--- config.mk ---
export PLATFORM = sky130hd
export DESIGN_NAME = ffba_cell
export DESIGN_NICKNAME = d
export VERILOG_FILES = /design/src/rtl/ffba_pkg.sv /design/src/rtl/ffba_cell.sv
export SDC_FILE = /design/constraint.sdc
export NUM_CORES = 1
export LEC_CHECK = 0
export BUFFER_PORTS_ARGS = -buffer_cell sky130_fd_sc_hd__buf_2
export CAP_MARGIN = 20
export CORE_MARGIN = 2
export CORE_UTILIZATION = 28
export DETAILED_ROUTE_END_ITERATION = 12
export PLACE_DENSITY = 0.58
export RECOVER_POWER = 50
export SLEW_MARGIN = 40
export SYNTH_ARGS = -nofsm -noshare
export SYNTH_HDL_FRONTEND = slang
export SYNTH_SLANG_ARGS = --single-unit
--- constraint.sdc ---
create_clock -name i_clk -period 1 [get_ports i_clk]
set_input_delay 0.2 -clock i_clk [delete_from_list [all_inputs] [get_ports i_clk]]
set_output_delay 0.2 -clock i_clk [all_outputs]
set_load 0.02 [all_outputs]
--- src/rtl/ffba_pkg.sv ---
package ffba_pkg;

    localparam int WORD_W          = 64;
    localparam int WORD_BIT_W      = 6;
    localparam int START_W         = 12;
    localparam int COUNT_W         = 13;
    localparam int NUM_BLOCKS_DEF  = 4096;
    localparam int BLOCK_BYTES_DEF = 64;

    localparam logic KIND_ALLOC       = 1'b0;
    localparam logic KIND_RELEASE     = 1'b1;
    localparam logic STATUS_OK        = 1'b0;
    localparam logic STATUS_NO_SPACE  = 1'b1;

    typedef struct packed {
        logic               kind;
        logic [START_W-1:0] start_block;
        logic [COUNT_W-1:0] count;
    } t_req;

    typedef struct packed {
        logic               status;
        logic [START_W-1:0] first_block;
    } t_rsp;

    // Power-up contents of one bitmap word: the reserved blocks and any
    // padding past the end of the pool read as used.
    function automatic logic [WORD_W-1:0] reset_word(int idx, int num_blocks, int reserved);
        logic [WORD_W-1:0] w;
        int                g;
        w = '0;
        for (int b = 0; b < WORD_W; b++) begin
            g    = idx * WORD_W + b;
            w[b] = (g < reserved) || (g >= num_blocks);
        end
        return w;
    endfunction

endpackage

--- src/rtl/ffba_cell.sv ---
module ffba_cell
    import ffba_pkg::*;
#(
    parameter logic [WORD_W-1:0] RST_WORD = '0
) (
    input  logic              i_clk,
    input  logic              i_rst_n,
    input  logic              i_shift,
    input  logic [WORD_W-1:0] i_word,
    output logic [WORD_W-1:0] o_word
);

    logic [WORD_W-1:0] r_word;

    always_ff @(posedge i_clk) begin
        if (!i_rst_n) begin
            r_word <= RST_WORD;
        end else if (i_shift) begin
            r_word <= i_word;
        end
    end

    assign o_word = r_word;

endmodule

== Word-level counts from Yosys, hierarchy flattened ==
Cells that the tools add are included.

* Word-level logic and storage cells: 1
* Register bits: 64
* Input bits: 67
* Output and inout port bits: 64

== Longest topological paths before layout ==
Gate-level depths: netlist of the first run.

* Depth in word-level cells: 0
* Gate-level depth with buffers: 4
* Gate-level depth less buffers: 2

== Worst setup path before layout of the first run ==
OpenSTA, ideal clock, no wires.

* Path kind: in2reg
* From: input port i_shift
* To: register r_word[10] (netlist: o_word[10])
* Cell stages on the path: 4
* Arrival: 0.733 ns
* Slack: 0.151 ns
* Library setup time: 0.116 ns
* Path buffers: 2
* Data required time: 0.884 ns
* Path through: buf_6 > buf_8 > mux2i_1 > nor2b_1

{| class="wikitable"
|+ RTL lines
! item !! RTL line !! source
|-
| start, declared || ffba_cell.sv:8 || <nowiki>input logic i_shift,</nowiki>
|-
| end signal, assigned || ffba_cell.sv:19 || <nowiki>r_word <= i_word;</nowiki>
|-
| end, declared || ffba_cell.sv:13 || <nowiki>logic [WORD_W-1:0] r_word;</nowiki>
|}

== Worst setup path after layout of the first run ==
* From: register r_word[46] (netlist: o_word[46])
* To: output port o_word[46]

{| class="wikitable"
|+ RTL lines
! item !! RTL line !! source
|-
| end, declared || ffba_cell.sv:10 || <nowiki>output logic [WORD_W-1:0] o_word</nowiki>
|}

No word-level cell between the ends.

==> results of run 1 <==
## cell usage after synthesis
cell      count  share of area
dfxtp_1      64           0.52
mux2i_1      64           0.26
nor2b_1      64           0.16
buf_8         6          0.037
clkbuf_1      6         0.0092
buf_6         1         0.0046
clkbuf_2      1         0.0020
## cell families after synthesis
kind of cell  Yosys count  synth area share
simple gates           64            0.1633
flops                  64            0.5227
buf+inv                14           0.05258
mux                    64            0.2614
## metal layers
metal  routed length (µm)  up-vias  global-route usage
met5                    0        -                   0
li1                     -      946                   -
met3                  436        8             0.04460
met1                 2375      840              0.1433
met2                 2562       76              0.1782
met4                   75        0             0.05128
## final timing paths
check | slack (ns) | endpoint
worst max-delay path | 0.01 | o_word[46]
worst min-delay path | 0.13 | o_word[9]$_SDFFE_PN0P_
worst max register to register | 0.24 | o_word[52]$_SDFFE_PN0P_
worst min register to register | 0.52 | o_word[49]$_SDFFE_PN0P_
## power by group
part | switching [mW] | internal (mW) | total, mW
Sequential | 0.106 | 2.73 | 2.84
Clock | 0.943 | 1.19 | 2.14
Combinational | 0.462 | 0.583 | 1.04
## stage by stage
step / util / hold WS, ns / setup slack, ns
floorplan: - / 0.3695 / 0.1509
global placement: 0.3690 / 0.4550 / 0.03053
detailed placement: 0.3690 / 0.4672 / 0.001729
CTS: 0.4474 / 0.1024 / -0.01536
global route: 0.4495 / 0.1113 / -0.02990
finish: 0.4495 / 0.1278 / 0.01073
## worst register-to-register path, stage by stage, from the launching register on
cell and delay, ns:
dfxtp_2 0.33, buf_4 0.12, mux2i_1 0.14, nor2b_1 0.06
## what timing repair did
item	CTS	global route
resized for setup	192	0
hold buffers	0	0
endpoints found under the setup margin	64	64
setup buffers	1	4
## layout make-up
class                      count  area, µm²
fill                         801       4731
sequential                    64       1361
timing repair buffer         138       1139
multi-input combinational    128       1041
clock buffer                  11      141.4
tap                          108      135.1
clock inverter                 4      45.04
==> metrics, run 1 <==
H-tree level count=3; Avg Cell Area, Syn=about 12 µm²; placement row count=34; Crit path depth=1; timing-limited maximum frequency=1.011 GHz; I/O Buffers=130; Hold Vio Cnt, Final=0; Total Routing Usage GR=0.1157; relative slew slack=0.6107; Hold Path Depth=3; via density per instance=~4.1; leading cell types in the layout, fill and taps excluded=buf_2, mux2i_1, nor2b_1, dfxtp_2, buf_6; number of antenna-violating nets in the routed design=0; IO Pins=131; startpoint of the worst hold path=i_word[9]; maximum single-stage delay on the critical path=0.35 ns; start point of the critical path=o_word[46]$_SDFFE_PN0P_; drt first pass iters=3; count of placed standard cells in the final layout, fillers left out=453; number of flip-flops in the largest register=64; endpoint kind of the worst setup timing path=primary output; reported leakage power=1.840 nW; post-route clock skew=0 ns; worst-skew pair later-pin latency=0.32 ns; unrepaired setup endpoints after global routing=yes; total placed instance area=3171 µm²; clock tree from TritonCTS=done; fraction of final layout cells sized beyond drive strength 1=0.6261; fraction of the cycle the final worst path needs=0.9893; kind of cell adding the most delay to the critical path=flip-flops; worst hold path class=input pin to register; required arrival time at the worst endpoint=0.80 ns; iteration-0 DRC count of the detailed router=29; total power density per cell area=1559 nW/µm²; maximum fanout encountered on the critical timing path=2; CTS max path bufs=2; Mapped Cells=206; pin count of the biggest net entering global routing=65; R2R depth=3; number of global-route vias before repair=1893; Clock Pin Slew Worst Setup and Hold Paths=about 0.07 ns; Synth Register Bits=64; first-pass GRT wire length=roughly 9000 µm; sequential element share of the synthesized area=0.5227; Max Cap Violations=0; antenna violations before repair=0; final period demand of the worst path=~1 ns; syn nets=273; Slew @ Worst Pin=a little under 0.6 ns; Total Die Area=9518 µm²; cell count after placement=433; class of the most critical setup path=register to primary output; Critical Path Slowest Stage Cell=dfxtp_2; die width=97.56 µm; synth warn=0; element type at the critical path start=register; ant diodes=0; worst path bufs/invs=1; setup violation total in the final timing report=0; commonest non-fill, non-tap cell in the layout=buf_2; Num CTS Buffers=9; routed length per instance=12.03 µm; PnR Total Power=around 6 mW; R2R Path Start=o_word[52]$_SDFFE_PN0P_; largest voltage drop on the vdd net=0.0005788 V; total gr overflow=0; number of vias in the routed layout=around 1900; final weighted congestion of routability-driven global placement=0.6426; placed wire-length estimate after detailed placement=3446 µm; total core area=approximately 8600 µm²; final wirelength=5449 µm; P&R area growth vs syn=57.58%; Worst Path Arrival=0.79 ns; Netlist Area Pre-Place=2451 µm²; summed area of non-filler cells in the final layout=3862 µm²; number of distinct library cells after synthesis=7; number of remaining DRC errors=0; die boundary height=97.56 µm; Slew Limit Fails=0; clock root buffer=clkbuf_8; starting density of the core=0.2852; result of the run=finished, final reports clean; Clock Sinks=64; cell breakdown of the critical path=buf_6; final net count=roughly 400; setup TNS=0 ns
(Power assumes the default switching activity.)
==> inputs of run 2 (changes only) <==
--- a/config.mk
+++ b/config.mk
@@ -9,6 +9,7 @@
 export CAP_MARGIN = 20
 export CORE_MARGIN = 2
 export CORE_UTILIZATION = 28
+export CTS_BUF_LIST = sky130_fd_sc_hd__clkbuf_16
 export DETAILED_ROUTE_END_ITERATION = 12
 export PLACE_DENSITY = 0.58
 export RECOVER_POWER = 50
==> run 2 against run 1 <==
Compared with the run above:
- final cell count shrank 0.66%
- non-clock buffer count down 3
- flip-flop and latch count is the same
- sequential power is essentially flat
- worst setup slack better by 0.012 ns
==> metrics, run 2 (synthesized netlist as in run 1, its figures left out) <==
ant diodes=0; IO Pins=131; total gr overflow=0; storage element area=1360 µm²; final wirelength=5342 µm; CTS Hold Buffers Added=0; number of fillers in the final layout=791; clock root buffer=clkbuf_16; endpoint with the worst hold slack=o_word[9]$_SDFFE_PN0P_; CTS max path bufs=2; unrepaired setup endpoints after global routing=yes; P&R area growth vs syn=59.83%; endpoint kind of the worst setup timing path=primary output; clock group share of total power=0.429; number of vias in the routed layout=1853; combined area of the multi-input logic cells=1041 µm²; maximum fanout encountered on the critical timing path=2; I/O Buffers=130; pin count of the biggest net entering global routing=65; post-route clock skew=0 ns; Num CTS Buffers=9; worst hold path class=input pin to register; Clock Sinks=64; first-pass GRT wire length=8659 µm; Total Routing Usage GR=0.1123; worst setup slack after layout=0.02228 ns; Max Cap Violations=0; clock tree from TritonCTS=done; Switching Share=0.2351; total power density per cell area=1731 nW/µm²; R2R setup slack=0.24 ns; result of the run=finished, final reports clean; final period demand of the worst path=0.9777 ns; H-tree level count=3; summed area of non-filler cells in the final layout=between 3000 and 4000 µm²; fraction of final layout cells sized beyond drive strength 1=0.6170; leading cell types in the layout, fill and taps excluded=buf_2, mux2i_1, nor2b_1, buf_6, dfxtp_2; drt first pass iters=4; number of global-route vias before repair=1843; minimum hold slack=0.1376 ns; Reg-to-Reg End=o_word[52]$_SDFFE_PN0P_; Crit path depth=1; switching power=1.595 mW; worst slack after detailed placement=roughly 0.0017 ns; relative slew slack=0.6425; final net count=roughly 400; timing-limited maximum frequency=just over 1 GHz; largest voltage drop on the vdd net=0.0007506 V; Pint=5.188 mW; total core area=around 8600 µm²; antenna violations before repair=0; Critical Path Slowest Stage Cell=dfxtp_2; Total Die Area=9518 µm²; R2R depth=3; die boundary height=~100 µm; final weighted congestion of routability-driven global placement=0.6426; number of flip-flops in the largest register=64; number of remaining DRC errors=0; Clock Pin Slew Worst Setup and Hold Paths=0.05 ns; kind of cell adding the most delay to the critical path=flip-flops; via density per instance=4.118; fraction of the cycle the final worst path needs=0.9777; cell breakdown of the critical path=buf_6; Slew Limit Fails=0; iteration-0 DRC count of the detailed router=34; starting density of the core=0.2852; maximum single-stage delay on the critical path=0.34 ns; required arrival time at the worst endpoint=about 0.80 ns; Worst Path Arrival=approximately 0.8 ns; die width=97.56 µm; commonest non-fill, non-tap cell in the layout=buf_2; sequential cell fraction of total power=0.419; element type at the critical path start=register; worst-skew pair later-pin latency=0.31 ns; Slew @ Worst Pin=approximately 0.54 ns; logic gate share of total power=0.151; setup TNS=0 ns; worst path bufs/invs=1; Hold Vio Cnt, Final=0; Hold Path Depth=3; reported leakage power=1.864 nW; setup violation total in the final timing report=0; R2R Path Start=o_word[52]$_SDFFE_PN0P_; class of the most critical setup path=register to primary output; startpoint of the worst hold path=i_word[9]; number of antenna-violating nets in the routed design=0; placement row count=34; placed wire-length estimate after detailed placement=3446 µm; routed length per instance=11.87 µm; total placed instance area=3171 µm²
run 2: cell count changes in the layout (fill, tap and decap cells not counted), sizes merged:
cell    before  now
clkbuf      12    9
buf        137  135
clkinv       3    4
inv          0    1
run 2: timing repair:
| action | in CTS | in global routing |
|---|---|---|
| pin swaps | 0 | 0 |
| setup buffers | 0 | 2 |
| resized for setup | 122 | 69 |
| hold endpoints to repair | 0 | 0 |
| endpoints found under the setup margin | 64 | 43 |
run 2: layout make-up:
| type | instances | share of cell area |
|---|---|---|
| Sequential cell | 64 | 0.3472 |
| Timing Repair Buffer | 135 | 0.2817 |
| Multi-Input combinational cell | 128 | 0.2657 |
| Clock buffer | 9 | 0.05749 |
| Tap cell | 108 | 0.03449 |
| Clock inverter | 6 | 0.01341 |
run 2: worst max path at each step:
stage / slack (ns) / start / to
detailed placement: 0.002 / i_shift / o_word[16]$_SDFFE_PN0P_
CTS: 0.0001 / o_word[47]$_SDFFE_PN0P_ / o_word[47]
global route: -0.004 / o_word[36]$_SDFFE_PN0P_ / o_word[36]
floorplan: 0.15 / i_shift / o_word[10]$_SDFFE_PN0P_
global placement: 0.03 / i_shift / o_word[43]$_SDFFE_PN0P_
finish: 0.02 / o_word[46]$_SDFFE_PN0P_ / o_word[46]
run 2: metrics by stage:
step / cells / power (mW) / util
2_1_floorplan: 206 / 3.383 / -
3_3_place_gp: 433 / 3.684 / 0.3690
3_5_place_dp: 433 / 3.696 / 0.3690
4_1_cts: 448 / 6.845 / 0.4380
5_1_grt: 450 / 7.129 / 0.4559
6_report: 450 / 6.783 / 0.4559
run 2: routing by layer:
| layer | part of all wire | routed length (µm) | track usage |
|---|---|---|---|
| met5 | 0 | 0 | 0 |
| met4 | 0.011 | 58 | 0.03846 |
| met3 | 0.080 | 426 | 0.05396 |
| met2 | 0.46 | 2449 | 0.1729 |
| met1 | 0.45 | 2408 | 0.1372 |
run 2: power groups by stage:
stage	clock network, mW	logic [mW]	registers [mW]
final	2.91	1.03	2.84
after CTS	3.04	0.997	2.81
after detailed placement	0	0.870	2.83
after global routing	3.16	1.11	2.86
after global placement	0	0.859	2.82
after floorplan	0	0.365	3.02
