File: src/rtl/ffba_pkg.sv
package ffba_pkg;

    localparam int WORD_W          = 64;
    localparam int WORD_BIT_W      = 6;
    localparam int START_W         = 12;
    localparam int COUNT_W         = 13;
    localparam int NUM_BLOCKS_DEF  = 4096;
    localparam int BLOCK_BYTES_DEF = 64;

    localparam logic KIND_ALLOC       = 1'b0;
    localparam logic KIND_RELEASE     = 1'b1;
    localparam logic STATUS_OK        = 1'b0;
    localparam logic STATUS_NO_SPACE  = 1'b1;

    typedef struct packed {
        logic               kind;
        logic [START_W-1:0] start_block;
        logic [COUNT_W-1:0] count;
    } t_req;

    typedef struct packed {
        logic               status;
        logic [START_W-1:0] first_block;
    } t_rsp;

    // Power-up contents of one bitmap word: the reserved blocks and any
    // padding past the end of the pool read as used.
    function automatic logic [WORD_W-1:0] reset_word(int idx, int num_blocks, int reserved);
        logic [WORD_W-1:0] w;
        int                g;
        w = '0;
        for (int b = 0; b < WORD_W; b++) begin
            g    = idx * WORD_W + b;
            w[b] = (g < reserved) || (g >= num_blocks);
        end
        return w;
    endfunction

endpackage

File: src/rtl/ffba_scan.sv
module ffba_scan
    import ffba_pkg::*;
#(
    parameter int WIDX_W = 6,
    parameter int CMP_W  = 14
) (
    input  logic              i_clk,
    input  logic              i_rst_n,
    input  logic              i_clear,
    input  logic              i_vld,
    input  logic [WIDX_W-1:0] i_idx,
    input  logic [WORD_W-1:0] i_word,
    input  logic [CMP_W-1:0]  i_len,
    output logic              o_found,
    output logic [CMP_W-1:0]  o_head
);

    // stage A: position of the nearest used bit at or below each bit
    logic                  w_lv [WORD_BIT_W+1][WORD_W];
    logic [WORD_BIT_W-1:0] w_lp [WORD_BIT_W+1][WORD_W];

    always_comb begin
        for (int j = 0; j < WORD_W; j++) begin
            w_lv[0][j] = i_word[j];
            w_lp[0][j] = WORD_BIT_W'(j);
        end
        for (int k = 0; k < WORD_BIT_W; k++) begin
            for (int j = 0; j < WORD_W; j++) begin
                w_lv[k+1][j] = w_lv[k][j];
                w_lp[k+1][j] = w_lp[k][j];
                if (j >= (1 << k)) begin
                    if (!w_lv[k][j]) begin
                        w_lv[k+1][j] = w_lv[k][j - (1 << k)];
                        w_lp[k+1][j] = w_lp[k][j - (1 << k)];
                    end
                end
            end
        end
    end

    logic                  r_a_vld;
    logic [WIDX_W-1:0]     r_a_idx;
    logic [WORD_W-1:0]     r_a_lv;
    logic [WORD_BIT_W-1:0] r_a_lp [WORD_W];

    always_ff @(posedge i_clk) begin
        if (!i_rst_n) begin
            r_a_vld <= 1'b0;
        end else begin
            r_a_vld <= i_vld && !i_clear;
        end
    end

    always_ff @(posedge i_clk) begin
        r_a_idx <= i_idx;
        for (int j = 0; j < WORD_W; j++) begin
            r_a_lv[j] <= w_lv[WORD_BIT_W][j];
            r_a_lp[j] <= w_lp[WORD_BIT_W][j];
        end
    end

    // stage B: free run ending at each bit, first bit where it reaches len
    logic                  r_found;
    logic [CMP_W-1:0]      r_run;
    logic [CMP_W-1:0]      r_head;
    logic [CMP_W-1:0]      w_rl;
    logic                  w_hit;
    logic [WORD_BIT_W-1:0] w_hit_bit;
    logic [CMP_W-1:0]      w_run_next;
    logic [CMP_W-1:0]      w_end;
    logic [CMP_W-1:0]      w_head_next;

    always_comb begin
        w_hit     = 1'b0;
        w_hit_bit = '0;
        w_rl      = '0;
        for (int j = WORD_W - 1; j >= 0; j--) begin
            w_rl = r_a_lv[j] ? (CMP_W'(j) - CMP_W'(r_a_lp[j])) : (r_run + CMP_W'(j + 1));
            if (w_rl >= i_len) begin
                w_hit     = 1'b1;
                w_hit_bit = WORD_BIT_W'(j);
            end
        end
        w_run_next = r_a_lv[WORD_W-1]
                   ? (CMP_W'(WORD_W - 1) - CMP_W'(r_a_lp[WORD_W-1]))
                   : (r_run + CMP_W'(WORD_W));
        w_end       = CMP_W'({r_a_idx, w_hit_bit});
        w_head_next = w_end + CMP_W'(1) - i_len;
    end

    always_ff @(posedge i_clk) begin
        if (!i_rst_n || i_clear) begin
            r_found <= 1'b0;
            r_run   <= '0;
        end else if (r_a_vld && !r_found) begin
            r_run <= w_run_next;
            if (w_hit) begin
                r_found <= 1'b1;
            end
        end
    end

    always_ff @(posedge i_clk) begin
        if (r_a_vld && !r_found && w_hit) begin
            r_head <= w_head_next;
        end
    end

    assign o_found = r_found;
    assign o_head  = r_head;

endmodule

File: config.mk
export PLATFORM = sky130hd
export DESIGN_NAME = ffba_scan
export DESIGN_NICKNAME = d
export VERILOG_FILES = /design/src/rtl/ffba_pkg.sv /design/src/rtl/ffba_scan.sv
export SDC_FILE = /design/constraint.sdc
export NUM_CORES = 2
export LEC_CHECK = 0
export CORE_MARGIN = 3
export CORE_UTILIZATION = 46
export DETAILED_ROUTE_END_ITERATION = 16
export DONT_BUFFER_PORTS = 1
export PLACE_DENSITY = 0.69
export SKIP_LAST_GASP = 1
export SLEW_MARGIN = 25
export SYNTH_ARGS = -nofsm -noshare
export SYNTH_HDL_FRONTEND = slang
export SYNTH_SLANG_ARGS = --single-unit
File: constraint.sdc
create_clock -name i_clk -period 8.3 [get_ports i_clk]
set_clock_uncertainty 0.15 [all_clocks]
set_input_delay 0.83 -clock i_clk [delete_from_list [all_inputs] [get_ports i_clk]]
set_output_delay 0.83 -clock i_clk [all_outputs]
set_load 0.02 [all_outputs]
==> Word-level counts from Yosys, hierarchy flattened <==
Memory sizes are Yosys's and may differ from the RTL's.
Cells that the tools add are included.
{ "op_classes": {"add_sub_neg": 130, "order_cmp": 64, "n_mux": 802, "reduce_logical": 8} }
{ "ops": {"columns": ["op", "n"], "rows": [
  ["$mux W6", 293],
  ["$ge A14 B14 Y1", 64],
  ["$mux W14", 64],
  ["$add A14 B6 Y14 const B", 32],
  ["$mux W1", 385],
  ["$add A14 B5 Y14 const B", 16],
  ["$sub A6 B6 Y7 const A", 32],
  ["$add A14 B4 Y14 const B", 8],
  ["$sub A5 B6 Y7 const A", 16],
  ["$mux W3", 20],
  ["$add A14 B3 Y14 const B", 4],
  ["$sub A4 B6 Y7 const A", 8],
  ["$mux W2", 25],
  ["$mux W4", 10],
  ["$add A14 B2 Y14 const B", 2],
  ["$sub A3 B6 Y7 const A", 4],
  ["$mux W5", 5],
  ["$add A14 B1 Y14 const B", 1],
  ["$add A14 B7 Y14 const B", 1],
  ["$sub A1 B6 Y7 const A", 2],
  ["$sub A13 B14 Y14", 1],
  ["$sub A2 B6 Y7 const A", 2],
  ["$add A12 B1 Y13 const B", 1],
  ["$logic_and A1 B1 Y1", 3],
  ["3 further kinds", 5]
]} }
{ "totals": {"ff_bits": 100, "mem_bits_rw": 384, "inputBits": 88, "out_inout_bits": 15, "elab_cells": 1043, "mem_count": 1} }
{ "mem_list": {"columns": ["name", "words", "width", "read_ports", "rd_ports_with_merged_regs", "write_ports", "line", "rtl"], "rows": [
  ["r_a_lp", 64, 6, 64, 0, 64, "ffba_scan.sv:44", "logic [WORD_BIT_W-1:0] r_a_lp [WORD_W];"]
]} }

==> Logic depth before layout (Yosys ltp) <==
An unclocked memory read counts as a cell.
{ "logic_depth": {"depth_word": 70, "depth_mapped": 36, "depth_no_buf": 34} }

==> Worst setup path before layout <==
OpenSTA, ideal clock, no wires.
{ "synth_path": {"path_type": "reg2reg", "startpoint": "reg r_run[4]", "endpoint": "reg r_head[13] (netlist: o_head[13]), data pin", "setup_time_ps": 313, "t_arrival_ps": 6884, "required_ps": 7837, "setup_slack_ps": 953, "stages_incl_launch_ff": 33, "path_buffers": 2, "period_less_slack_ps": 7347, "path_cell_list": "dfxtp_1 -> clkbuf_1 -> buf_1 -> inv_2 -> ha_1 -> a21boi_0 -> inv_1 -> a31oi_1 -> xnor2_1 -> nor2_1 -> a21oi_1 -> ha_1 -> a2111oi_0 -> o21ai_1 -> a221o_1 -> nor4_2 -> nor2b_1 -> o211ai_1 -> a211oi_1 -> o221ai_1 -> a31oi_1 -> ha_1 -> fa_1 -> a21o_1 -> a21oi_1 -> o21bai_1 -> a21oi_1 -> nor2b_1 -> o21a_1 -> nor3_1 -> nor2_1 -> o41ai_1 -> xnor2_1"} }
{ "synth_between": {"elab_chain_len": 69, "word_cells_on_any_way": 258, "classes_between": "add/sub: 66; order compare: 64; mux: 128"} }
{ "synth_rtl": {"columns": ["element", "line", "rtl"], "rows": [
  ["start: declaration", "ffba_scan.sv:64", "logic [CMP_W-1:0] r_run;"],
  ["start signal: assignment", "ffba_scan.sv:96", "r_run <= w_run_next;"],
  ["$add A14 B7 Y14", "ffba_scan.sv:78", "w_rl = r_a_lv[j] ? (CMP_W'(j) - CMP_W'(r_a_lp[j])) : (r_run + CMP_W'(j + 1));"],
  ["$mux W14", "ffba_scan.sv:78", null],
  ["$ge A14 B14 Y1", "ffba_scan.sv:79", "if (w_rl >= i_len) begin"],
  ["$mux W6 (63 in a row)", "ffba_scan.sv:79", null],
  ["$mux W6 *", "ffba_scan.sv:79", null],
  ["$add A12 B1 Y13 *", "ffba_scan.sv:88", "w_head_next = w_end + CMP_W'(1) - i_len;"],
  ["$sub A13 B14 Y14 *", "ffba_scan.sv:88", null],
  ["via w_head_next[13]", "ffba_scan.sv:71", "logic [CMP_W-1:0] w_head_next;"],
  ["end signal: assignment", "ffba_scan.sv:105", "r_head <= w_head_next;"],
  ["end: declaration", "ffba_scan.sv:65", "logic [CMP_W-1:0] r_head;"]
]} }
Mark *: on every way through the listed nets, which the timed path passes. The rest lies on a longest branch.
A chain may end at the register's enable or synchronous reset.

==> Worst setup path after layout <==
Ends and elaborated chain as after synthesis.

==> flow_metrics.env <==
export IMPL_status="completed"
export IMPL_critical_path_slowest_cell="ha_2"
export IMPL_synth_ff_type="dfxtp_1"
export IMPL_synth_top_area_cell="ha_1"
export IMPL_placed_area_um2=58900
export IMPL_layout_nets=8707
export IMPL_clockPowerShare_pct=37.0
export IMPL_final_max_slew_viol_count=0
export IMPL_synth_seq_cells=421
export IMPL_fin_area_um2=61200
export IMPL_grt_pass1_vias=56873
export IMPL_top_layer_used="met5"
export IMPL_antenna_found_initial=39
export IMPL_grt_max_degree=66
export IMPL_wl_met1_um=121000
export IMPL_synthDistinctLibCells=96
export IMPL_hold_class="in -> reg"
export IMPL_cp_end_kind="register"
export IMPL_p_sw_mw=2.70
export IMPL_syn_to_final_growth_pct=12.0
export IMPL_ir_worst_vdd_uv=193
export IMPL_max_stage_delay_ns=0.59
export IMPL_p_comb_share_pct=33.2
export IMPL_clock_insertion_delay_worst_skew_ns=0.71
export IMPL_gp_congestion=1.15
export IMPL_holdPathStages=0
export IMPL_rows=125
export IMPL_critPathArrivalTime_ns=8.48
export IMPL_start_util_pct=46.7
export IMPL_cts_sinks=421
export IMPL_setup_violations_final=0
export IMPL_cts_buffers=55
export IMPL_clk_pin_slew_ns=0.07
export IMPL_synth_most_common_cell="nor2_1"
export IMPL_powerDensity_nw_per_um2=121
export IMPL_wl_met3_um=49400
export IMPL_async_flop_share_pct=0
export IMPL_synth_common_cells="nor2_1, ha_1, a21oi_1, nand2_1, o21ai_0"
export IMPL_r2r_cells=32
export IMPL_yosys_warnings=0
export IMPL_grt_pass1_wl_um=435000
export IMPL_die_y_um=351
export IMPL_drt_pass1_iter_count=7
export IMPL_syn_num_nets=8577
export IMPL_fmax_ghz=0.122
export IMPL_yosysTopAreaCellShare_pct=23.0
export IMPL_drive_above_1_share_pct=9.34
export IMPL_worst_setup_path_start_kind="register"
export IMPL_tns_ns=0
export IMPL_seqPwrFrac_pct=29.8
export IMPL_wl_per_cell_um=34.6
export IMPL_cts_root_buffer="clkbuf_16"
export IMPL_worst_slew_pin_slew_ns=1.21
export IMPL_critPathMaxFanout=13
export IMPL_sw_frac_of_total_pct=36.6
export IMPL_die_area_um2=123000
export IMPL_route_detailed_drc=0
export IMPL_max_slew_margin_rel_pct=19.0
export IMPL_period_needed_ns=8.19
export IMPL_coreArea_um2=117000
export IMPL_finalCritPeriodShare_pct=98.7
export IMPL_drtIter0Drc=9166
export IMPL_cp_required_ns=8.60
export IMPL_finalHoldViolations=0
export IMPL_vias_per_cell=6.79
export IMPL_synthTopCellsByArea="ha_1, dfxtp_1, nor2_1"
export IMPL_ys_seq_area_share_pct=15.7
export IMPL_p_int_mw=4.69
export IMPL_syn_area_per_cell_um2=7.31
export IMPL_globalRouteOverflowTotal=0
export IMPL_dp_hpwl_um=248000
export IMPL_syn_inst=7482
export IMPL_utilization_pct=52.3
export IMPL_totalWireLength_um=319000
export IMPL_ctsHtreeMaxLevel=2
export IMPL_wl_met2_um=121000
export IMPL_syn_area_um2=54700
export IMPL_drtAntennaViolNets=0
export IMPL_cellLeakagePower_nw=28.4
export IMPL_cts_tree="done"
export IMPL_grt_usage_pct=49.9
export IMPL_cts_path_max_buffers=3
export IMPL_chipWidth_um=351
export IMPL_pin_count=103
export IMPL_port_buffers=0
export IMPL_drv_cap=0
export IMPL_path_class="reg -> reg"
export IMPL_synth_edf_count=14
export IMPL_num_vias=62585
## logic make-up (layout without fill, tap and decap cells)
kind of cell / Yosys count / count (layout) / synth area share (%)
fa+ha+maj: 1007 / 1007 / 23.1
mux: 65 / 65 / 1.25
compound gates: 2104 / 2104 / 23.7
xor+xnor: 667 / 667 / 10.7
buf+inv: 678 / 854 / 4.67
simple gates: 2540 / 2540 / 20.9
other cells: 0 / 32 / 0
flops: 421 / 421 / 15.7
## critical path, delay by kind of cell (launching register included)
kind	cells	cell delay, ns
AOI/OAI and AO/OA	11	2.67
xor gates and xnor gates	2	0.25
adders and majority gates	4	1.73
buffers and inverters	3	0.76
DFF	1	0.43
and+or+nand+nor	12	1.93
## timing repair
| item | CTS | global route |
|---|---|---|
| gates resized for setup | 0 | 45 |
| endpoints found under the setup margin | 0 | 4 |
| hold buffers | 3 | 0 |
| setup buffers | 0 | 1 |
| hold endpoints to repair | 3 | 0 |
## metal layers
metal | vias up | GRT usage (%)
li1 | 27040 | -
met1 | 29301 | 61.8
met2 | 4945 | 68.1
met3 | 1273 | 21.9
met4 | 26 | 35.9
met5 | - | 0
## area by class of cell
class / instances / area (um^2)
flip-flops and latches: 421 / 8600
diodes: 32 / 80.1
multi-input cells: 6383 / 43800
well taps: 1524 / 1910
inverters: 317 / 1220
repair buffers: 434 / 3560
clock inverters: 36 / 515
fillers: 11686 / 55800
clock buffers: 67 / 1500
## worst paths after layout
kind	startpoint	endpoint	slack (ns)
setup / recovery	r_run[4]	o_head[13]	0.11
hold reg to reg	r_a_vld	o_found	0.36
hold / removal	i_idx[3]	r_a_idx[3]	0.008
setup reg to reg	r_run[4]	o_head[13]	0.11
## per-stage QoR
| step | hold slack [ns] | worst slack (ns) | instances | total power, mW |
|---|---|---|---|---|
| after floorplan | 0.312 | 0.953 | 7482 | 3.68 |
| after global placement | 0.325 | 0.0482 | 9074 | 4.51 |
| after detailed placement | 0.349 | 0.135 | 9074 | 4.54 |
| after CTS | 0.0000497 | 0.0468 | 9180 | 7.24 |
| after global routing | 0.00324 | -0.0397 | 9182 | 7.65 |
| final | 0.00836 | 0.111 | 9214 | 7.39 |
## power groups by stage
stage	logic, mW	registers [mW]	clock network (mW)
after CTS	2.32	2.20	2.73
after floorplan	1.48	2.20	0
after global placement	2.27	2.24	0
after global routing	2.64	2.21	2.80
after detailed placement	2.30	2.24	0
final	2.45	2.21	2.73
## placed cells by master, fill, tap and decap left out, drive strengths merged, types with 148 or more instances in the layout
cell	instances
nor2	1084
ha	1006
a21oi	696
nand2	666
o21ai	529
buf	431
dfxtp	407
xnor2	356
xor2	311
inv	308
o21a	222
nand4	148
## sequential cells by signal, indices dropped and copies added, names as in the netlist
name	count
r_a_vld	1
r_a_idx	6
r_a_lv	64
r_run	14
r_a_lp	321
o_head	14
o_found	1
No activity file was read; power rests on OpenSTA's default activity.
