$ cat src/rtl/ffba_pkg.sv
package ffba_pkg;

    localparam int WORD_W          = 64;
    localparam int WORD_BIT_W      = 6;
    localparam int START_W         = 12;
    localparam int COUNT_W         = 13;
    localparam int NUM_BLOCKS_DEF  = 4096;
    localparam int BLOCK_BYTES_DEF = 64;

    localparam logic KIND_ALLOC       = 1'b0;
    localparam logic KIND_RELEASE     = 1'b1;
    localparam logic STATUS_OK        = 1'b0;
    localparam logic STATUS_NO_SPACE  = 1'b1;

    typedef struct packed {
        logic               kind;
        logic [START_W-1:0] start_block;
        logic [COUNT_W-1:0] count;
    } t_req;

    typedef struct packed {
        logic               status;
        logic [START_W-1:0] first_block;
    } t_rsp;

    // Power-up contents of one bitmap word: the reserved blocks and any
    // padding past the end of the pool read as used.
    function automatic logic [WORD_W-1:0] reset_word(int idx, int num_blocks, int reserved);
        logic [WORD_W-1:0] w;
        int                g;
        w = '0;
        for (int b = 0; b < WORD_W; b++) begin
            g    = idx * WORD_W + b;
            w[b] = (g < reserved) || (g >= num_blocks);
        end
        return w;
    endfunction

endpackage

$ cat src/rtl/ffba_mark.sv
module ffba_mark
    import ffba_pkg::*;
#(
    parameter int WIDX_W = 6,
    parameter int CMP_W  = 14
) (
    input  logic [WORD_W-1:0] i_word,
    input  logic [WIDX_W-1:0] i_idx,
    input  logic              i_en,
    input  logic              i_set,
    input  logic [CMP_W-1:0]  i_from,
    input  logic [CMP_W-1:0]  i_last,
    output logic [WORD_W-1:0] o_word
);

    logic [WIDX_W-1:0]     w_from_word;
    logic [WIDX_W-1:0]     w_last_word;
    logic [WORD_BIT_W-1:0] w_from_bit;
    logic [WORD_BIT_W-1:0] w_last_bit;
    logic [WORD_W-1:0]     w_lo_mask;
    logic [WORD_W-1:0]     w_hi_mask;
    logic [WORD_W-1:0]     w_mask;

    assign w_from_word = i_from[WORD_BIT_W +: WIDX_W];
    assign w_last_word = i_last[WORD_BIT_W +: WIDX_W];
    assign w_from_bit  = i_from[WORD_BIT_W-1:0];
    assign w_last_bit  = i_last[WORD_BIT_W-1:0];

    always_comb begin
        if (i_idx == w_from_word) begin
            w_lo_mask = {WORD_W{1'b1}} << w_from_bit;
        end else if (i_idx > w_from_word) begin
            w_lo_mask = {WORD_W{1'b1}};
        end else begin
            w_lo_mask = '0;
        end
        if (i_idx == w_last_word) begin
            w_hi_mask = {WORD_W{1'b1}} >> (WORD_BIT_W'(WORD_W - 1) - w_last_bit);
        end else if (i_idx < w_last_word) begin
            w_hi_mask = {WORD_W{1'b1}};
        end else begin
            w_hi_mask = '0;
        end
        w_mask = w_lo_mask & w_hi_mask & {WORD_W{i_en}};
        o_word = i_set ? (i_word | w_mask) : (i_word & ~w_mask);
    end

endmodule

$ cat config.mk
export PLATFORM = sky130hd
export DESIGN_NAME = ffba_mark
export DESIGN_NICKNAME = d
export VERILOG_FILES = /design/src/rtl/ffba_pkg.sv /design/src/rtl/ffba_mark.sv
export SDC_FILE = /design/constraint.sdc
export NUM_CORES = 1
export LEC_CHECK = 0
export BUFFER_PORTS_ARGS = -buffer_cell sky130_fd_sc_hd__buf_2
export CAP_MARGIN = 25
export CORE_MARGIN = 4
export CORE_UTILIZATION = 46
export DETAILED_ROUTE_END_ITERATION = 10
export GPL_TIMING_DRIVEN = 1
export PLACE_DENSITY = 0.85
export SKIP_LAST_GASP = 1
export SYNTH_ARGS = -nofsm -noshare
export SYNTH_HDL_FRONTEND = slang
export SYNTH_SLANG_ARGS = --single-unit
$ cat constraint.sdc
create_clock -name vclk -period 6.2
set_input_delay 1.86 -clock vclk [all_inputs]
set_output_delay 1.86 -clock vclk [all_outputs]
set_load 0.02 [all_outputs]
# Word level (Yosys, flattened, before mapping)
# Index checks and enable logic that the tools add are counted.
[word_totals]
regBits = 0
[op_classes]
n_addsub = 1
order_cmp = 2
eq_ne = 2
shifts = 2
n_mux = 5
bitwise_logic = 5
[ops]
columns = ["op", "n"]
rows = [
  ["2-to-1 mux 64 bit", 5],
  ["AND 64 bit", 3],
  ["inverter 64 bit", 1],
  ["OR 64 bit", 1],
  ["left shift 64 x 6 -> 64 bit (first input constant)", 1],
  [">> shifter 64 x 6 -> 64 bit (first input constant)", 1],
  ["equality test 6 bit", 2],
  ["> comparator 6 bit", 1],
  ["< comparator 6 bit", 1],
  ["subtractor 6 bit (first input constant)", 1],
]

# Logic depth before layout (Yosys ltp)
# Gate-level depths: netlist of run 1.
[logic_depth]
word_depth = 8
depth_mapped = 10
mapped_depth_nobuf = 8

# Least setup slack after synthesis of run 1
# No wires, ideal clock.
[synth_timing]
kind = "in2out"
startpoint = "input port i_last[11]"
endpoint = "output port o_word[23]"
t_arrival_ns = 3.726
required_ns = 4.340
slack_ns = 0.614
stages = 10
n_path_buf = 2
path_cell_list = "inv_1 -> ha_1 -> nand4_2 -> or2_1 -> buf_6 -> o31ai_4 -> o311ai_4 -> buf_6 -> nor4_4 -> mux2_2"
[synth_via]
elab_chain_cells = 8
[synth_rtl]
columns = ["item", "line_no", "text"]
rows = [
  ["from (decl)", "ffba_mark.sv:12", "input logic [CMP_W-1:0] i_last,"],
  ["< comparator 6 bit", "ffba_mark.sv:39", "end else if (i_idx < w_last_word) begin"],
  ["2-to-1 mux 64 bit", "ffba_mark.sv:39", ""],
  ["2-to-1 mux 64 bit *", "ffba_mark.sv:37", "if (i_idx == w_last_word) begin"],
  ["AND 64 bit * (2 in series)", "ffba_mark.sv:44", "w_mask = w_lo_mask & w_hi_mask & {WORD_W{i_en}};"],
  ["inverter 64 bit", "ffba_mark.sv:45", "o_word = i_set ? (i_word | w_mask) : (i_word & ~w_mask);"],
  ["AND 64 bit", "ffba_mark.sv:45", ""],
  ["2-to-1 mux 64 bit *", "ffba_mark.sv:45", ""],
  ["to (decl)", "ffba_mark.sv:13", "output logic [WORD_W-1:0] o_word"],
]
# Every way passes the cells marked *; elsewhere a longest branch is shown, timed or not.

# Worst setup path after layout of run 1
[layout_timing]
startpoint = "input port i_idx[4]"
endpoint = "output port o_word[23]"
[layout_via]
elab_chain_cells = 8
[layout_rtl]
columns = ["item", "line_no", "text"]
rows = [
  ["from (decl)", "ffba_mark.sv:8", "input logic [WIDX_W-1:0] i_idx,"],
  ["> comparator 6 bit or < comparator 6 bit (tied branches)", "ffba_mark.sv:32, ffba_mark.sv:39", ""],
  ["2-to-1 mux 64 bit (on tied branches)", "ffba_mark.sv:32, ffba_mark.sv:39", ""],
  ["2-to-1 mux 64 bit (on tied branches)", "ffba_mark.sv:30, ffba_mark.sv:37", ""],
  ["AND 64 bit * (2 in series)", "ffba_mark.sv:44", ""],
  ["inverter 64 bit", "ffba_mark.sv:45", ""],
  ["AND 64 bit", "ffba_mark.sv:45", ""],
  ["2-to-1 mux 64 bit *", "ffba_mark.sv:45", ""],
]
# Marked as above.

==> reports/results.env, run 1 <==
SYNTH_CELL_TYPE_COUNT=48
WORST-ENDPOINT-REQUIRED_PS=4340
DOMINANT_COMBINATIONAL_CELL_FAMILY_BY_AREA_AFTER_SYNTHESIS='compound AO/OA/AOI/OAI gates'
ANTENNA_CELLS=0
HOLD_CLASS='input pin to output port'
RUN_STATUS='finished, final reports clean'
DETAIL_ROUTE.WIRELENGTH_MM=11.1
POSTSYNTHAREAPERCELL_UM2=6.84
SYNTH_LARGEST_AREA_CELL='mux2_2'
POST_SYNTH_NET_TOTAL=490
CRITPATHLAUNCHTYPE='input pin'
VIAS_PER_CELL=6.37
GRT_PASS1_VIAS=3590
CPMAXSTAGEDELAYCELL='mux2_2'
FINAL.PERIOD_UTILIZATION_PCT=97.7
POST_DRT_WL_PER_CELL_UM=18.8
COMPOUND_GATE_PORTION_OF_THE_SYNTHESIZED_AREA_PCT=34.7
TIMING_HOLD_VIOLATIONS_FINAL=0
IO_BUFFER_COUNT=160
MAXIMUM_CAPACITANCE_VIOLATIONS=0
LAYOUT_COMMONEST_CELL='buf_2'
HOLD_DEPTH=3
GRT_MAX_DEGREE=65
POWER_LEAKAGE_uW=0.00158
TIGHTESTPINTRANSITION_PS=888
DETAIL-ROUTE-ANTENNA-NETS=0
GPL.FINAL_WEIGHTED_CONGESTION=0.983
ITER_0_DRT_VIOLATIONS=362
FILLCELLCOUNT=544
START_UTIL_PCT=47.2
POST-ROUTE-DRC-COUNT=0
SYNTH_TOP_AREA_SHARE_PCT=27.0
CLKBUF_COUNT=0
FP.DIEW_UM=83.0
NUM_ROWS=27
SYN-INSTANCE-COUNT=378
MIN_DELAY_ENDPOINT='o_word[32]'
SYNTH-SIMPLE-AREA-SHARE_PCT=22.3
CRITICAL_PATH_PEAK_FANOUT=12
DIE_HEIGHT_UM=83.0
MAXCLOCKFREQUENCY_MHz=165
SYNTH_SEQUENTIAL_AREA_RATIO_PCT=0
GR-TOTAL-OVERFLOW=0
CORE_AREA_UM2=5470
MAX_IR_DROP_VDD_mV=0.0455
POST_SYNTHESIS_MUX_AREA_SHARE_PCT=28.2
REPORT.FINAL.SLEW_VIOL_COUNT=0
N_SEQUENTIAL_CELL=0
CP_SLOWEST_STAGE_DELAY_PS=360
SYNTHESIS.YOSYS.WARNINGS=0
POST_CTS_BUFFERS=0
WHS_PS=4060
CRIT_PATH_END_KIND='output port'
MAXSLEWHEADROOM_PCT=40.8
CPMOSTUSEDCELL='buf_2'
CRITICALPATHCATEGORY='input pin to output port'
DETAILEDPLACEMENTHPWL_MM=8.42
SEQUENTIAL_CELL_AREA_UM2=0
PATH_CELLS='buf_2 > ha_1 > a21oi_1 > a21boi_0 > o31ai_4 > o311ai_4 > buf_4 > nor4_4 > mux2_2 > buf_2'
AREA_GROWTH_SYN_TO_LAYOUT_PCT=34.3
DESIGN.PORTCOUNT=164
SYNTH_AREA_LEADERS='mux2_2 27%, a21oi_1 7.2%, o21ai_0 6.4%, ha_1 5.8%, nor3_1 5.8%'
VIA_COUNT=3749
FIN_NETS=631
FINAL_REPORT_SETUP_VIOLATION_COUNT=0
CTSHOLDBUFFERS=0
MIN_DELAY_STARTPOINT='i_word[32]'
TIMING.SETUP.TNS_PS=0
POWER_PER_CELL_AREA_nW_PER_UM2=86.6
GRT_FIRST_PASS_WIRELENGTH_MM=17.6
GLOBALROUTETOTALUTIL_PCT=29.9
SYNTH_FA_HA_AREA_SHARE_PCT=5.81
FLOORPLAN.DIE_AREA_UM2=6880
DETAILEDROUTE.FIRSTPASSITERATIONCOUNT=5
SYNTH_XOR_XNOR_AREA_SHARE_PCT=0
FINAL.MIN_CLOCK_PERIOD_PS=6060
FRACTION_OF_FINAL_LAYOUT_CELLS_SIZED_BEYOND_DRIVE_STRENGTH_1_PCT=49.9
NETLIST_AREA_UM2=2580
LAYOUT_COMMON_CELLS='160 x buf_2, 62 x mux2_2, 37 x a21oi_1, 33 x o21ai_0, 30 x nor3_1'
RSZ0062_AT_GRT='no'
NUMBER_OF_ANTENNA_VIOLATIONS_AT_THE_FIRST_CHECK_IN_GLOBAL_ROUTING=0
CP_DATA_ARRIVAL_TIME_PS=4200
==> through the flow <==
step | power [uW] | cell area, um^2 | worst slack, ps | cells | util (%)
global route | 324 | 3470 | 4.06 | 589 | 63.4
CTS | 297 | 3450 | 70.2 | 589 | 63.1
finish | 300 | 3470 | 141 | 589 | 63.4
global placement | 291 | 3450 | 150 | 589 | 63.1
detailed placement | 296 | 3450 | 91.6 | 589 | 63.1
floorplan | 196 | 2580 | 614 | 378 | -
==> cell type report <==
type	instances	area (um^2)	area share (%)
multi-input cells	323	2370	68.2
repair buffers	179	956	27.5
well taps	72	90.1	2.60
inverters	15	56.3	1.62
==> metal layers <==
| metal | up-vias | wire, um | GRT usage, % |
|---|---|---|---|
| met5 | - | 0 | 0 |
| met1 | 1731 | 4350 | 36.2 |
| met4 | 0 | 399 | 11.0 |
| met2 | 262 | 5370 | 53.7 |
| met3 | 40 | 968 | 3.67 |
| li1 | 1716 | - | - |
==> cell families (layout without fill, tap and decap cells) <==
family	count (synthesis)	after routing
compound gates	131	131
simple gates	116	116
buf+inv	55	194
fa+ha+maj	12	12
mux	64	64
==> worst max path at each step <==
| stage | from | endpoint | slack [ps] | depth (start not counted) |
|---|---|---|---|---|
| detailed placement | i_idx[4] | o_word[22] | 90 | 10 |
| global route | i_idx[4] | o_word[1] | 4 | 10 |
| CTS | i_idx[4] | o_word[22] | 70 | 10 |
| floorplan | i_last[11] | o_word[23] | 610 | 10 |
| global placement | i_idx[4] | o_word[20] | 150 | 10 |
| finish | i_idx[4] | o_word[23] | 140 | 10 |
==> repair_timing <==
action,4_1_cts,5_1_grt
gates resized for setup,0,4
endpoints found under the setup margin,0,5
endpoints found under the hold margin,0,0
==> synthesized netlist by cell type (2+ instances only) <==
cell and instances:
a2111oi_0 3, a211o_1 2, a211oi_1 10, a21boi_0 3, a21oi_1 37, a221oi_1 7
a311oi_1 3, a31oi_1 5, and2_1 4, and3_1 3, buf_2 7, buf_6 2
clkbuf_1 29, ha_1 12, inv_1 15, mux2_2 62, mux2_4 2, nand2_1 26
nand2b_1 4, nand3_1 10, nor2_1 24, nor2b_1 4, nor3_1 30, o211ai_1 3
o21ai_0 33, o221ai_1 9, o22ai_1 4, or2_2 3, or3_1 3
==> report_power, final <==
| group | internal (uW) | switching [uW] | total [uW] |
|---|---|---|---|
| logic | 126 | 175 | 300 |
| clock network | 0 | 0 | 0 |
| registers | 0 | 0 | 0 |
| total | 126 | 175 | 300 |
==> critical path, delay by kind of cell <==
kind            cells  cell delay [ps]
simple gates        1              290
compound gates      4              830
mux                 1              360
buf+inv             3              520
fa+ha+maj           1              330
(Power assumes the default switching activity.)
==> run 2: changes to the inputs <==
--- a/config.mk
+++ b/config.mk
@@ -8,10 +8,10 @@
 export BUFFER_PORTS_ARGS = -buffer_cell sky130_fd_sc_hd__buf_2
 export CAP_MARGIN = 25
 export CORE_MARGIN = 4
-export CORE_UTILIZATION = 46
+export CORE_UTILIZATION = 49
 export DETAILED_ROUTE_END_ITERATION = 10
 export GPL_TIMING_DRIVEN = 1
-export PLACE_DENSITY = 0.85
+export PLACE_DENSITY = 0.9
 export SKIP_LAST_GASP = 1
 export SYNTH_ARGS = -nofsm -noshare
 export SYNTH_HDL_FRONTEND = slang
==> constraint.sdc (replaced) <==
create_clock -name vclk -period 7.65
set_input_delay 2.295 -clock vclk [all_inputs]
set_output_delay 2.295 -clock vclk [all_outputs]
set_load 0.02 [all_outputs]
==> run 2 against run 1 <==
  * Critical path depth is 1 lower
  * Worst hold slack improved by 870 ps
  * Sequential share of layout area is the same
  * Power fell by 21%
  * Critical path type unchanged
==> reports/results.env, run 2 (synthesized netlist as in run 1, its figures left out) <==
START_UTIL_PCT=50.6
FLOORPLAN.DIE_AREA_UM2=6500
NUMBER_OF_ANTENNA_VIOLATIONS_AT_THE_FIRST_CHECK_IN_GLOBAL_ROUTING=0
POST-ROUTE-DRC-COUNT=0
RUN_STATUS='finished, final reports clean'
MAXIMUM_CAPACITANCE_VIOLATIONS=0
TIMING.SETUP.TNS_PS=0
GPL.FINAL_WEIGHTED_CONGESTION=0.987
CLKBUF_COUNT=0
POST_CTS_BUFFERS=0
MAX_IR_DROP_VDD_mV=0.0370
ROUTED-WL-MET3_MM=1.24
SEQUENTIAL_CELL_AREA_UM2=0
HOLD_CLASS='input pin to output port'
FINAL.PERIOD_UTILIZATION_PCT=94.4
GRT_PASS1_VIAS=3490
CTS.REPAIR.RESIZED=0
FINAL_REPORT_SETUP_VIOLATION_COUNT=0
CRITICAL_PATH_PEAK_FANOUT=21
DETAILEDROUTE.FIRSTPASSITERATIONCOUNT=5
AREA_GROWTH_SYN_TO_LAYOUT_PCT=30.4
VIA_COUNT=3683
GRT_FIRST_PASS_WIRELENGTH_MM=16.2
PATH_CELLS='buf_2 > ha_1 > nand4_2 > or2_1 > o31ai_4 > o311ai_4 > a2111oi_0 > mux2_2 > buf_2'
FP.DIEW_UM=80.6
DETAIL-ROUTE-ANTENNA-NETS=0
N_SEQUENTIAL_CELL=0
POWER_PER_CELL_AREA_nW_PER_UM2=70.2
CRITICALPATHCATEGORY='input pin to output port'
WORST-ENDPOINT-REQUIRED_PS=5360
CRITPATHTOPFAMILY='compound AO/OA/AOI/OAI gates'
CRITPATHLAUNCHTYPE='input pin'
IO_BUFFER_COUNT=160
DP_WORST_SETUP_SLACK_PS=443
MAXCLOCKFREQUENCY_MHz=139
POSTLAYOUTCELLAREA_UM2=3370
FINAL_CELL_UTILIZATION_OF_THE_CORE_PCT=66.0
GLOBALROUTETOTALUTIL_PCT=30.3
TOP_LAYER_USED='met4'
GRT_MAX_DEGREE=65
TIGHTESTPINTRANSITION_PS=897
ANTENNA_CELLS=0
WORST_SLACK_PS=432
LAYOUT_COMMONEST_CELL='buf_2'
MET1_LENGTH_MM=3.77
GR-TOTAL-OVERFLOW=0
NUM_ROWS=26
WHS_PS=4930
CORE_AREA_UM2=5110
FRACTION_OF_FINAL_LAYOUT_CELLS_SIZED_BEYOND_DRIVE_STRENGTH_1_PCT=48.2
DETAIL_ROUTE.WIRELENGTH_MM=10.3
CPMAXSTAGEDELAYCELL='a2111oi_0'
FIN_NETS=622
RSZ0062_AT_GRT='no'
DETAILEDPLACEMENTHPWL_MM=7.86
TIMING_HOLD_VIOLATIONS_FINAL=0
VIAS_PER_CELL=6.37
MAXSLEWHEADROOM_PCT=40.2
CP_DATA_ARRIVAL_TIME_PS=4920
CP_SLOWEST_STAGE_DELAY_PS=600
PLACEMENT.CELL_AREA_UM2=3370
ITER_0_DRT_VIOLATIONS=457
FINAL.MIN_CLOCK_PERIOD_PS=7220
DESIGN.PORTCOUNT=164
REPORT.FINAL.SLEW_VIOL_COUNT=0
POWER_LEAKAGE_uW=0.00153
POST_DRT_WL_PER_CELL_UM=17.9
WL_MET2_MM=4.92
CPMOSTUSEDCELL='buf_2'
DIE_HEIGHT_UM=80.6
CRIT_PATH_END_KIND='output port'
CRITICAL_PATH.N_BUFFERS_INVERTERS=2
LAYOUT_COMMON_CELLS='160 x buf_2, 62 x mux2_2, 37 x a21oi_1, 33 x o21ai_0, 30 x nor3_1'
CTSHOLDBUFFERS=0
-- run 2: final cells by class --
| cell class | instances | area, um^2 |
|---|---|---|
| Multi-Input combinational cell | 323 | 2350 |
| Fill cell | 481 | 1740 |
| Timing Repair Buffer | 170 | 876 |
| Tap cell | 70 | 87.6 |
| Inverter | 15 | 56.3 |
-- run 2: worst paths after layout --
path / cells after the start / slack (ps) / start / to
min: 3 / 4930 / i_word[14] / o_word[14]
max: 9 / 430 / i_idx[4] / o_word[10]
-- run 2: tightest hold or removal path, cell delays in order --
cell	delay, ps
buf_2	70
mux2_2	120
buf_2	150
-- run 2: power by group --
group	switching, uW	internal [uW]	leakage, uW
combinational	138	98.5	0.00153
sequential	0	0	0
clock	0	0	0
total	138	98.5	0.00153
-- run 2: metal layers --
metal	vias up	GRT usage, %
met4	0	13.5
met5	-	0
met3	51	3.48
met1	1617	37.2
met2	315	52.6
li1	1700	-
-- run 2: through the flow --
step,power (uW),std cells
6_report,237,578
5_1_grt,255,578
4_1_cts,235,578
3_5_place_dp,234,578
3_3_place_gp,230,578
2_1_floorplan,159,378
